File: src/czc_pkg.sv
// ----------------------------------------------------------------------------
// czc_pkg
// Types and fixed constants shared by the cymbal zone and choke detector.
// ----------------------------------------------------------------------------
package czc_pkg;

   localparam int NOTE_W     = 7;
   localparam int VEL_W      = 7;
   localparam int HOLD_W     = 16;
   localparam int TIME_W     = 32;
   localparam int CMP_W      = 16;
   localparam int CSR_IDX_W  = 2;
   localparam int CSR_DATA_W = 16;

   localparam logic [CMP_W-1:0] CHOKE_LEVEL = 16'd1000;

   localparam logic [CSR_IDX_W-1:0] CSR_PAD_NOTE     = 2'd0;
   localparam logic [CSR_IDX_W-1:0] CSR_EDGE_NOTE    = 2'd1;
   localparam logic [CSR_IDX_W-1:0] CSR_CHOKE_HOLD   = 2'd2;
   localparam logic [CSR_IDX_W-1:0] CSR_CHOKE_ENABLE = 2'd3;

   localparam logic EVENT_NOTE       = 1'b0;
   localparam logic EVENT_AFTERTOUCH = 1'b1;

   typedef struct packed {
      logic              event_kind;
      logic [NOTE_W-1:0] note_number;
      logic [VEL_W-1:0]  event_velocity;
      logic              last_of_run;
   } event_type;

   // Words produced by one accepted item, first word in ev0.
   typedef struct packed {
      logic [1:0] count;
      event_type  ev0;
      event_type  ev1;
   } push_type;

endpackage

File: src/czc_ifaces.sv
// ----------------------------------------------------------------------------
// czc_ifaces
// Valid/ready channel interfaces for sample items and result events.
// ----------------------------------------------------------------------------
interface czc_req_if #(
   parameter int SAMPLE_BITS = 10
);
   logic                         valid;
   logic                         ready;
   logic [SAMPLE_BITS-1:0]       zone_sample;
   logic [czc_pkg::VEL_W-1:0]    hit_velocity;
   logic                         reader_scanning;
   logic [czc_pkg::TIME_W-1:0]   now_ms;

   modport source (output valid, zone_sample, hit_velocity, reader_scanning, now_ms,
                   input ready);
   modport sink   (input valid, zone_sample, hit_velocity, reader_scanning, now_ms,
                   output ready);
endinterface

interface czc_rsp_if;
   logic                         valid;
   logic                         ready;
   logic                         event_kind;
   logic [czc_pkg::NOTE_W-1:0]   note_number;
   logic [czc_pkg::VEL_W-1:0]    event_velocity;
   logic                         last_of_run;

   modport source (output valid, event_kind, note_number, event_velocity, last_of_run,
                   input ready);
   modport sink   (input valid, event_kind, note_number, event_velocity, last_of_run,
                   output ready);
endinterface

File: src/czc_core.sv
// ----------------------------------------------------------------------------
// czc_core
// Control registers, zone minimum and choke state; builds the events of one
// accepted sample word.
// ----------------------------------------------------------------------------
module czc_core #(
   parameter int SAMPLE_BITS = 10
) (
   input  logic                              clock,
   input  logic                              reset,
   input  logic                              csr_write_en,
   input  logic [czc_pkg::CSR_IDX_W-1:0]     csr_index,
   input  logic [czc_pkg::CSR_DATA_W-1:0]    csr_wdata,
   input  logic                              accept,
   input  logic [SAMPLE_BITS-1:0]            zone_sample,
   input  logic [czc_pkg::VEL_W-1:0]         hit_velocity,
   input  logic                              reader_scanning,
   input  logic [czc_pkg::TIME_W-1:0]        now_ms,
   output czc_pkg::push_type                 push
);

   localparam logic [SAMPLE_BITS-1:0] ZONE_FULL = {SAMPLE_BITS{1'b1}};

   logic [czc_pkg::NOTE_W-1:0] pad_note_ff, edge_note_ff;
   logic [czc_pkg::HOLD_W-1:0] hold_ff;
   logic                       enable_ff;

   logic [SAMPLE_BITS-1:0]     min_ff, min_in, min_upd;
   logic                       active_ff, active_in;
   logic                       reported_ff, reported_in;
   logic [czc_pkg::TIME_W-1:0] start_ff, start_in;

   logic                       hit, in_area, choke_fire;
   logic [czc_pkg::TIME_W-1:0] held;
   czc_pkg::event_type         note_ev, touch_ev;

   always_ff @(posedge clock) begin
      if (reset) begin
         pad_note_ff  <= '0;
         edge_note_ff <= '0;
         hold_ff      <= '0;
         enable_ff    <= 1'b0;
      end else if (csr_write_en) begin
         case (csr_index)
            czc_pkg::CSR_PAD_NOTE:     pad_note_ff  <= csr_wdata[czc_pkg::NOTE_W-1:0];
            czc_pkg::CSR_EDGE_NOTE:    edge_note_ff <= csr_wdata[czc_pkg::NOTE_W-1:0];
            czc_pkg::CSR_CHOKE_HOLD:   hold_ff      <= csr_wdata[czc_pkg::HOLD_W-1:0];
            czc_pkg::CSR_CHOKE_ENABLE: enable_ff    <= csr_wdata[0];
            default: ;
         endcase
      end
   end

   always_comb begin
      min_upd = (reader_scanning && (zone_sample < min_ff)) ? zone_sample : min_ff;
      hit     = (hit_velocity != '0);
      min_in  = hit ? ZONE_FULL : min_upd;

      in_area     = (czc_pkg::CMP_W'(zone_sample) <= czc_pkg::CHOKE_LEVEL);
      active_in   = active_ff;
      reported_in = reported_ff;
      start_in    = start_ff;
      if (enable_ff) begin
         if (active_ff && !in_area) begin
            active_in   = 1'b0;
            reported_in = 1'b0;
         end else if (!active_ff && in_area) begin
            start_in  = now_ms;
            active_in = 1'b1;
         end
      end
      held       = now_ms - start_in;
      choke_fire = enable_ff && active_in && !reported_in &&
                   (held >= czc_pkg::TIME_W'(hold_ff));
      if (choke_fire) begin
         reported_in = 1'b1;
      end

      note_ev.event_kind     = czc_pkg::EVENT_NOTE;
      note_ev.note_number    = (czc_pkg::CMP_W'(min_upd) > czc_pkg::CHOKE_LEVEL) ?
                               pad_note_ff : edge_note_ff;
      note_ev.event_velocity = hit_velocity;
      note_ev.last_of_run    = !choke_fire;

      touch_ev.event_kind     = czc_pkg::EVENT_AFTERTOUCH;
      touch_ev.note_number    = edge_note_ff;
      touch_ev.event_velocity = '0;
      touch_ev.last_of_run    = 1'b1;

      push.count = '0;
      push.ev0   = note_ev;
      push.ev1   = touch_ev;
      if (accept) begin
         push.count = {hit && choke_fire, hit != choke_fire};
         if (!hit) begin
            push.ev0 = touch_ev;
         end
      end
   end

   always_ff @(posedge clock) begin
      if (reset) begin
         min_ff      <= ZONE_FULL;
         active_ff   <= 1'b0;
         reported_ff <= 1'b0;
         start_ff    <= '0;
      end else if (accept) begin
         min_ff      <= min_in;
         active_ff   <= active_in;
         reported_ff <= reported_in;
         start_ff    <= start_in;
      end
   end

endmodule

File: src/czc_evq.sv
// ----------------------------------------------------------------------------
// czc_evq
// Four-entry result queue: takes up to two event words a cycle while two slots are free, hands out one.
// ----------------------------------------------------------------------------
module czc_evq (
   input  logic               clock,
   input  logic               reset,
   input  czc_pkg::push_type  push,
   output logic               room,
   czc_rsp_if.source          rsp_bus
);

   czc_pkg::event_type entry_ff [4];
   logic [1:0]         head_ff, head_in, tail_ff, tail_in;
   logic [2:0]         count_ff, count_in;
   logic               pop;
   czc_pkg::event_type head_ev;

   // Hold off input unless two slots are free.
   assign room = (count_ff <= 3'd2);
   assign pop  = rsp_bus.valid && rsp_bus.ready;

   always_comb begin
      head_in  = head_ff + {1'b0, pop};
      tail_in  = tail_ff + push.count;
      count_in = count_ff + {1'b0, push.count} - {2'b0, pop};
   end

   always_ff @(posedge clock) begin
      if (reset) begin
         head_ff  <= '0;
         tail_ff  <= '0;
         count_ff <= '0;
      end else begin
         head_ff  <= head_in;
         tail_ff  <= tail_in;
         count_ff <= count_in;
      end
   end

   always_ff @(posedge clock) begin
      if (push.count != 2'd0) begin
         entry_ff[tail_ff] <= push.ev0;
      end
      if (push.count == 2'd2) begin
         entry_ff[tail_ff + 2'd1] <= push.ev1;
      end
   end

   assign head_ev                = entry_ff[head_ff];
   assign rsp_bus.valid          = (count_ff != 3'd0);
   assign rsp_bus.event_kind     = head_ev.event_kind;
   assign rsp_bus.note_number    = head_ev.note_number;
   assign rsp_bus.event_velocity = head_ev.event_velocity;
   assign rsp_bus.last_of_run    = head_ev.last_of_run;

endmodule

File: src/cymbal_zone_and_choke_detector_top.sv
// ----------------------------------------------------------------------------
// cymbal_zone_and_choke_detector_top
// Tracks the zone minimum while the piezo reader scans, picks pad or edge note
// on a hit and, with choke enabled, reports one choke aftertouch per held edge press.
// ----------------------------------------------------------------------------
//  channel   direction  handshake          contents
//  req_bus   in         valid/ready        zone sample, velocity, scan flag, ms time
//  rsp_bus   out        valid/ready        event kind, note, velocity, last flag
//  csr_*     in         write enable only  pad/edge note, choke hold, choke enable
//
//  One sample word is taken per cycle while the result queue has two free
//  slots; its events, if any, are registered in the queue and leave on
//  rsp_bus one per cycle while it is ready; with two-event samples the
//  sustained rate is set by the single-word output port of the result queue.
//  Synchronous reset clears registers, tracking state and the queue.
//  A stall on rsp_bus backs up through the queue into req_bus.ready.
// ----------------------------------------------------------------------------
module cymbal_zone_and_choke_detector_top #(
   parameter int SAMPLE_BITS = 10
) (
   input  logic                            clock,
   input  logic                            reset,
   czc_req_if.sink                         req_bus,
   czc_rsp_if.source                       rsp_bus,
   input  logic                            csr_write_en,
   input  logic [czc_pkg::CSR_IDX_W-1:0]   csr_index,
   input  logic [czc_pkg::CSR_DATA_W-1:0]  csr_wdata
);

   czc_pkg::push_type push;
   logic              room;
   logic              accept;

   assign req_bus.ready = room;
   assign accept        = req_bus.valid && room;

   czc_core #(
      .SAMPLE_BITS (SAMPLE_BITS)
   ) u_core (
      .clock           (clock),
      .reset           (reset),
      .csr_write_en    (csr_write_en),
      .csr_index       (csr_index),
      .csr_wdata       (csr_wdata),
      .accept          (accept),
      .zone_sample     (req_bus.zone_sample),
      .hit_velocity    (req_bus.hit_velocity),
      .reader_scanning (req_bus.reader_scanning),
      .now_ms          (req_bus.now_ms),
      .push            (push)
   );

   czc_evq u_evq (
      .clock   (clock),
      .reset   (reset),
      .push    (push),
      .room    (room),
      .rsp_bus (rsp_bus)
   );

endmodule
File: src/flat_wrapper.sv
// flat-port wrapper written by rule: the top's interface ports become plain ports
module cymbal_zone_and_choke_detector_top_flat 
#(
   parameter int SAMPLE_BITS = 10
)
  (clock, reset, csr_write_en, csr_index, csr_wdata, req_bus_valid, req_bus_zone_sample, req_bus_hit_velocity, req_bus_reader_scanning, req_bus_now_ms, req_bus_ready, rsp_bus_valid, rsp_bus_event_kind, rsp_bus_note_number, rsp_bus_event_velocity, rsp_bus_last_of_run, rsp_bus_ready);
  czc_req_if #(.SAMPLE_BITS(SAMPLE_BITS)) req_bus_i ();
  czc_rsp_if rsp_bus_i ();
  input  logic clock;
  input  logic reset;
  input  logic csr_write_en;
  input  logic [czc_pkg::CSR_IDX_W-1:0] csr_index;
  input  logic [czc_pkg::CSR_DATA_W-1:0] csr_wdata;
  input wire logic [$bits(req_bus_i.valid)-1:0] req_bus_valid;
  input wire logic [$bits(req_bus_i.zone_sample)-1:0] req_bus_zone_sample;
  input wire logic [$bits(req_bus_i.hit_velocity)-1:0] req_bus_hit_velocity;
  input wire logic [$bits(req_bus_i.reader_scanning)-1:0] req_bus_reader_scanning;
  input wire logic [$bits(req_bus_i.now_ms)-1:0] req_bus_now_ms;
  output wire logic [$bits(req_bus_i.ready)-1:0] req_bus_ready;
  output wire logic [$bits(rsp_bus_i.valid)-1:0] rsp_bus_valid;
  output wire logic [$bits(rsp_bus_i.event_kind)-1:0] rsp_bus_event_kind;
  output wire logic [$bits(rsp_bus_i.note_number)-1:0] rsp_bus_note_number;
  output wire logic [$bits(rsp_bus_i.event_velocity)-1:0] rsp_bus_event_velocity;
  output wire logic [$bits(rsp_bus_i.last_of_run)-1:0] rsp_bus_last_of_run;
  input wire logic [$bits(rsp_bus_i.ready)-1:0] rsp_bus_ready;
  assign req_bus_i.valid = req_bus_valid;
  assign req_bus_i.zone_sample = req_bus_zone_sample;
  assign req_bus_i.hit_velocity = req_bus_hit_velocity;
  assign req_bus_i.reader_scanning = req_bus_reader_scanning;
  assign req_bus_i.now_ms = req_bus_now_ms;
  assign req_bus_ready = req_bus_i.ready;
  assign rsp_bus_valid = rsp_bus_i.valid;
  assign rsp_bus_event_kind = rsp_bus_i.event_kind;
  assign rsp_bus_note_number = rsp_bus_i.note_number;
  assign rsp_bus_event_velocity = rsp_bus_i.event_velocity;
  assign rsp_bus_last_of_run = rsp_bus_i.last_of_run;
  assign rsp_bus_i.ready = rsp_bus_ready;
  cymbal_zone_and_choke_detector_top #(.SAMPLE_BITS(SAMPLE_BITS)) u_core (.clock(clock), .reset(reset), .req_bus(req_bus_i), .rsp_bus(rsp_bus_i), .csr_write_en(csr_write_en), .csr_index(csr_index), .csr_wdata(csr_wdata));
endmodule
File: config.mk
export PLATFORM = sky130hd
export DESIGN_NAME = cymbal_zone_and_choke_detector_top_flat
export DESIGN_NICKNAME = d
export VERILOG_FILES = /design/src/czc_pkg.sv /design/src/czc_ifaces.sv /design/src/czc_core.sv /design/src/czc_evq.sv /design/src/cymbal_zone_and_choke_detector_top.sv /design/src/flat_wrapper.sv
export SDC_FILE = /design/constraint.sdc
export NUM_CORES = 1
export LEC_CHECK = 0
export ABC_CLOCK_PERIOD_IN_PS = 18150
export BUFFER_PORTS_ARGS = -buffer_cell sky130_fd_sc_hd__clkbuf_2
export CORE_MARGIN = 1
export CORE_UTILIZATION = 65
export DETAILED_ROUTE_END_ITERATION = 8
export PLACE_DENSITY = 0.83
export SETUP_SLACK_MARGIN = 0.3
export SYNTH_ARGS = -nofsm -noshare
export SYNTH_HDL_FRONTEND = slang
export SYNTH_SLANG_ARGS = --single-unit
File: constraint.sdc
create_clock -name clock -period 18.15 [get_ports clock]
set_input_delay 0.9075 -clock clock [delete_from_list [all_inputs] [get_ports clock]]
set_output_delay 0.9075 -clock clock [all_outputs]
set_load 0.05 [all_outputs]
==> impl_metrics.env <==
export IMPL_cp_num_buf_inv=4
export IMPL_cp_end_kind="flop"
export IMPL_routed_top_layer="met4"
export IMPL_finalCritPeriodShare=0.481
export IMPL_io_buffer_count=90
export IMPL_grt_pass1_wl_mm=37.3
export IMPL_drtAntennaViolNets=0
export IMPL_numCtsBuffers=17
export IMPL_worst_skew_pair_late_latency_ns=0.43
export IMPL_crit_family="compound AO/OA/AOI/OAI gates"
export IMPL_antenna_found_initial=0
export IMPL_synth_compound_area_frac=0.234
export IMPL_clock_sinks=146
export IMPL_met1Wirelength_mm=10.4
export IMPL_grt_pass1_vias=7424
export IMPL_path_max_fanout=22
export IMPL_seqCellArea_mm2=0.00320
export IMPL_hold_buffers=0
export IMPL_peakVddDrop_mv=0.160
export IMPL_min_path_type="flop to flop"
export IMPL_drive_gt1_frac=0.148
export IMPL_fin_nets=1212
export IMPL_synth_edff_count=28
export IMPL_boundaryPins=91
export IMPL_synthCells=1013
export IMPL_core_area_mm2=0.0133
export IMPL_final_util=0.755
export IMPL_synth_simple_area_share=0.163
export IMPL_dieArea_mm2=0.0142
export IMPL_clk_path_buf_depth=2
export IMPL_mostFrequentLayoutCells="nand2_1 (154), dfxtp_1 (118), a21oi_1 (101), clkbuf_2 (90), nor2_1 (62)"
export IMPL_worstPathArrival_ns=8.81
export IMPL_critPathLaunchType="input port"
export IMPL_cts_setup_buffers=0
export IMPL_synthMuxAreaShare=0.0854
export IMPL_multi_input_area_mm2=0.00533
export IMPL_die_width_um=119
export IMPL_antenna_cells=0
export IMPL_relSlewSlack=0.176
export IMPL_slowest_stage="nor2_1"
export IMPL_synth_top_family_by_area="compound AO/OA/AOI/OAI gates"
export IMPL_crit_type="input port to flop"
export IMPL_async_flop_share=0
export IMPL_firstDrtPassIters=5
export IMPL_areaGrowthSynthToFinish_pct=12.7
export IMPL_setup_violations=0
export IMPL_hold_viol_final=0
export IMPL_gr_usage_all_layers=0.332
export IMPL_synthAdderAreaFrac=0.0888
export IMPL_synth_cell_types=72
export IMPL_path_clk_slew_ns=0.06
export IMPL_routedWlPerCell_um=18.3
export IMPL_gr_total_overflow=0
export IMPL_die_y_um=119
export IMPL_fin_setup_tns_ns=0
export IMPL_layout_min_cycle_time_ns=8.73
export IMPL_rsz0062_at_grt="false"
export IMPL_yosysSeqAreaShare=0.360
export IMPL_rows=42
export IMPL_h_tree_depth=4
export IMPL_slew_viol_final=0
export IMPL_num_vias=8141
export IMPL_synth_xor_area_share=0.0266
export IMPL_yosys_most_used_dff="dfxtp_1"
export IMPL_gp_congestion=0.941
export IMPL_grt_max_degree=73
export IMPL_root_buffer="clkbuf_16"
export IMPL_nFillCells=988
export IMPL_max_stage_delay_ns=0.79
export IMPL_worstMarginPinSlew_ns=1.23
export IMPL_syn_num_nets=1148
export IMPL_status="completed"
export IMPL_routed_wirelength_mm=23.2
export IMPL_initial_utilization=0.670
export IMPL_cp_required_ns=18.24
export IMPL_leakage_nw=4.05
export IMPL_initialDrtViolationCount=867
export IMPL_syn_area_mm2=0.00890
export IMPL_path_common_cell="a21oi_1"
export IMPL_drt_drc_violations_left=0
export IMPL_via_per_inst=6.43
export IMPL_max_freq_mhz=115
export IMPL_wl_met3_mm=1.79
export IMPL_maxCapViolations=0
export IMPL_ys_ff_latch=146
export IMPL_ctsResizeCount=0
export IMPL_p_per_area_mw_per_mm2=114
export IMPL_syn_mean_instance_area_um2=8.79
export IMPL_final_common_cell="nand2_1"
export IMPL_synth_warnings=0
export IMPL_fin_worst_skew_ns=0.00806
export IMPL_dp_hpwl_mm=16.4
export IMPL_tritoncts="done"
export IMPL_wl_met2_mm=10.3
[stage by stage]
step	hold WS (ns)	instance area (um2)	total power [W]	worst slack [ns]	cells
2_1_floorplan	0.431	8900	0.000696	10.40	1013
3_3_place_gp	0.441	9440	0.000776	9.59	1234
3_5_place_dp	0.446	9440	0.000784	9.27	1234
4_1_cts	0.455	10000	0.00114	9.60	1266
5_1_grt	0.474	10000	0.00119	8.72	1266
6_report	0.454	10000	0.00114	9.42	1266
[cell type report]
type,instances,share of cell area
tap,176,0.0219
clock inverter,12,0.0112
multi-input combinational,768,0.531
clock buffer,20,0.0487
inverter,47,0.0176
timing repair buffer,97,0.0501
sequential,146,0.319
[worst reg2reg max path, delay by kind of cell, from the launching register on]
kind	cells	cell delay [ns]
adder cells (fa/ha/maj)	3	0.94
XOR/XNOR	1	0.15
flip-flops	1	0.42
buffers and inverters	3	0.95
multiplexers	1	0.25
AO/OA/AOI/OAI	12	2.58
AND/OR/NAND/NOR	8	2.56
[path summary, 6_finish.rpt]
kind	from	to	slack [ns]	cells past startpoint
setup / recovery	req_bus_zone_sample[1]	u_core.u_evq.entry_ff[1][8]	9.42	30
setup reg to reg	u_core.u_core.enable_ff	u_core.u_evq.entry_ff[1][8]	9.97	28
hold / removal	u_core.u_core.start_ff[5]	u_core.u_core.start_ff[5]	0.45	2
hold reg to reg	u_core.u_core.start_ff[5]	u_core.u_core.start_ff[5]	0.45	2
[synthesized netlist by cell type (11+ instances only)]
master      n  area, um2
edfxtp_1   28        841
nor2b_1    16        100
clkbuf_1   46        173
dfxtp_1   118       2360
mux2i_1    40        400
nand2_1   154        578
inv_1      47        176
nand2b_1   15       93.8
or3_1      11       68.8
xor2_1     14        123
a32o_1     28        280
nand3_1    11       55.1
a21o_1     15        113
o21ai_0    33        165
nor2_1     63        236
o22ai_1    13       81.3
xnor2_1    13        114
a21oi_1   102        510
ha_1       60        751
mux4_2     16        360
nor3_1     12       60.1
nand4_1    11       68.8
a22o_1     30        263
[cell families (layout without fill, tap and decap cells)]
group | Yosys count | after routing
xor gates and xnor gates | 27 | 27
adders and majority gates | 62 | 62
AOI/OAI and AO/OA | 302 | 302
muxes | 56 | 56
DFF | 146 | 146
and+or+nand+nor | 321 | 321
buffers and inverters | 99 | 176
[report_power, final]
part	leakage (nW)	total, W	switching [W]	internal [W]
Clock	0.296	0.000357	0.000146	0.000211
Sequential	1.25	0.000425	0.0000432	0.000382
Combinational	2.51	0.000362	0.000223	0.000138
Total	4.05	0.00114	0.000413	0.000731
[sequential cells by signal, summed over array words and instances (netlist names)]
register	flops
u_core.u_core.active_ff	1
u_core.u_core.enable_ff	1
u_core.u_evq.tail_ff	2
u_core.u_evq.head_ff	2
u_core.u_core.hold_ff	16
u_core.u_evq.entry_ff	64
u_core.u_core.reported_ff	1
u_core.u_core.edge_note_ff	7
u_core.u_core.pad_note_ff	7
u_core.u_core.start_ff	32
u_core.u_core.min_ff	10
u_core.u_evq.count_ff	3
[metal layers]
| layer | GRT usage | up-vias |
|---|---|---|
| li1 | - | 3850 |
| met1 | 0.465 | 3824 |
| met2 | 0.494 | 401 |
| met3 | 0.0694 | 66 |
| met4 | 0.143 | 0 |
| met5 | 0 | - |
(Power assumes the default switching activity.)
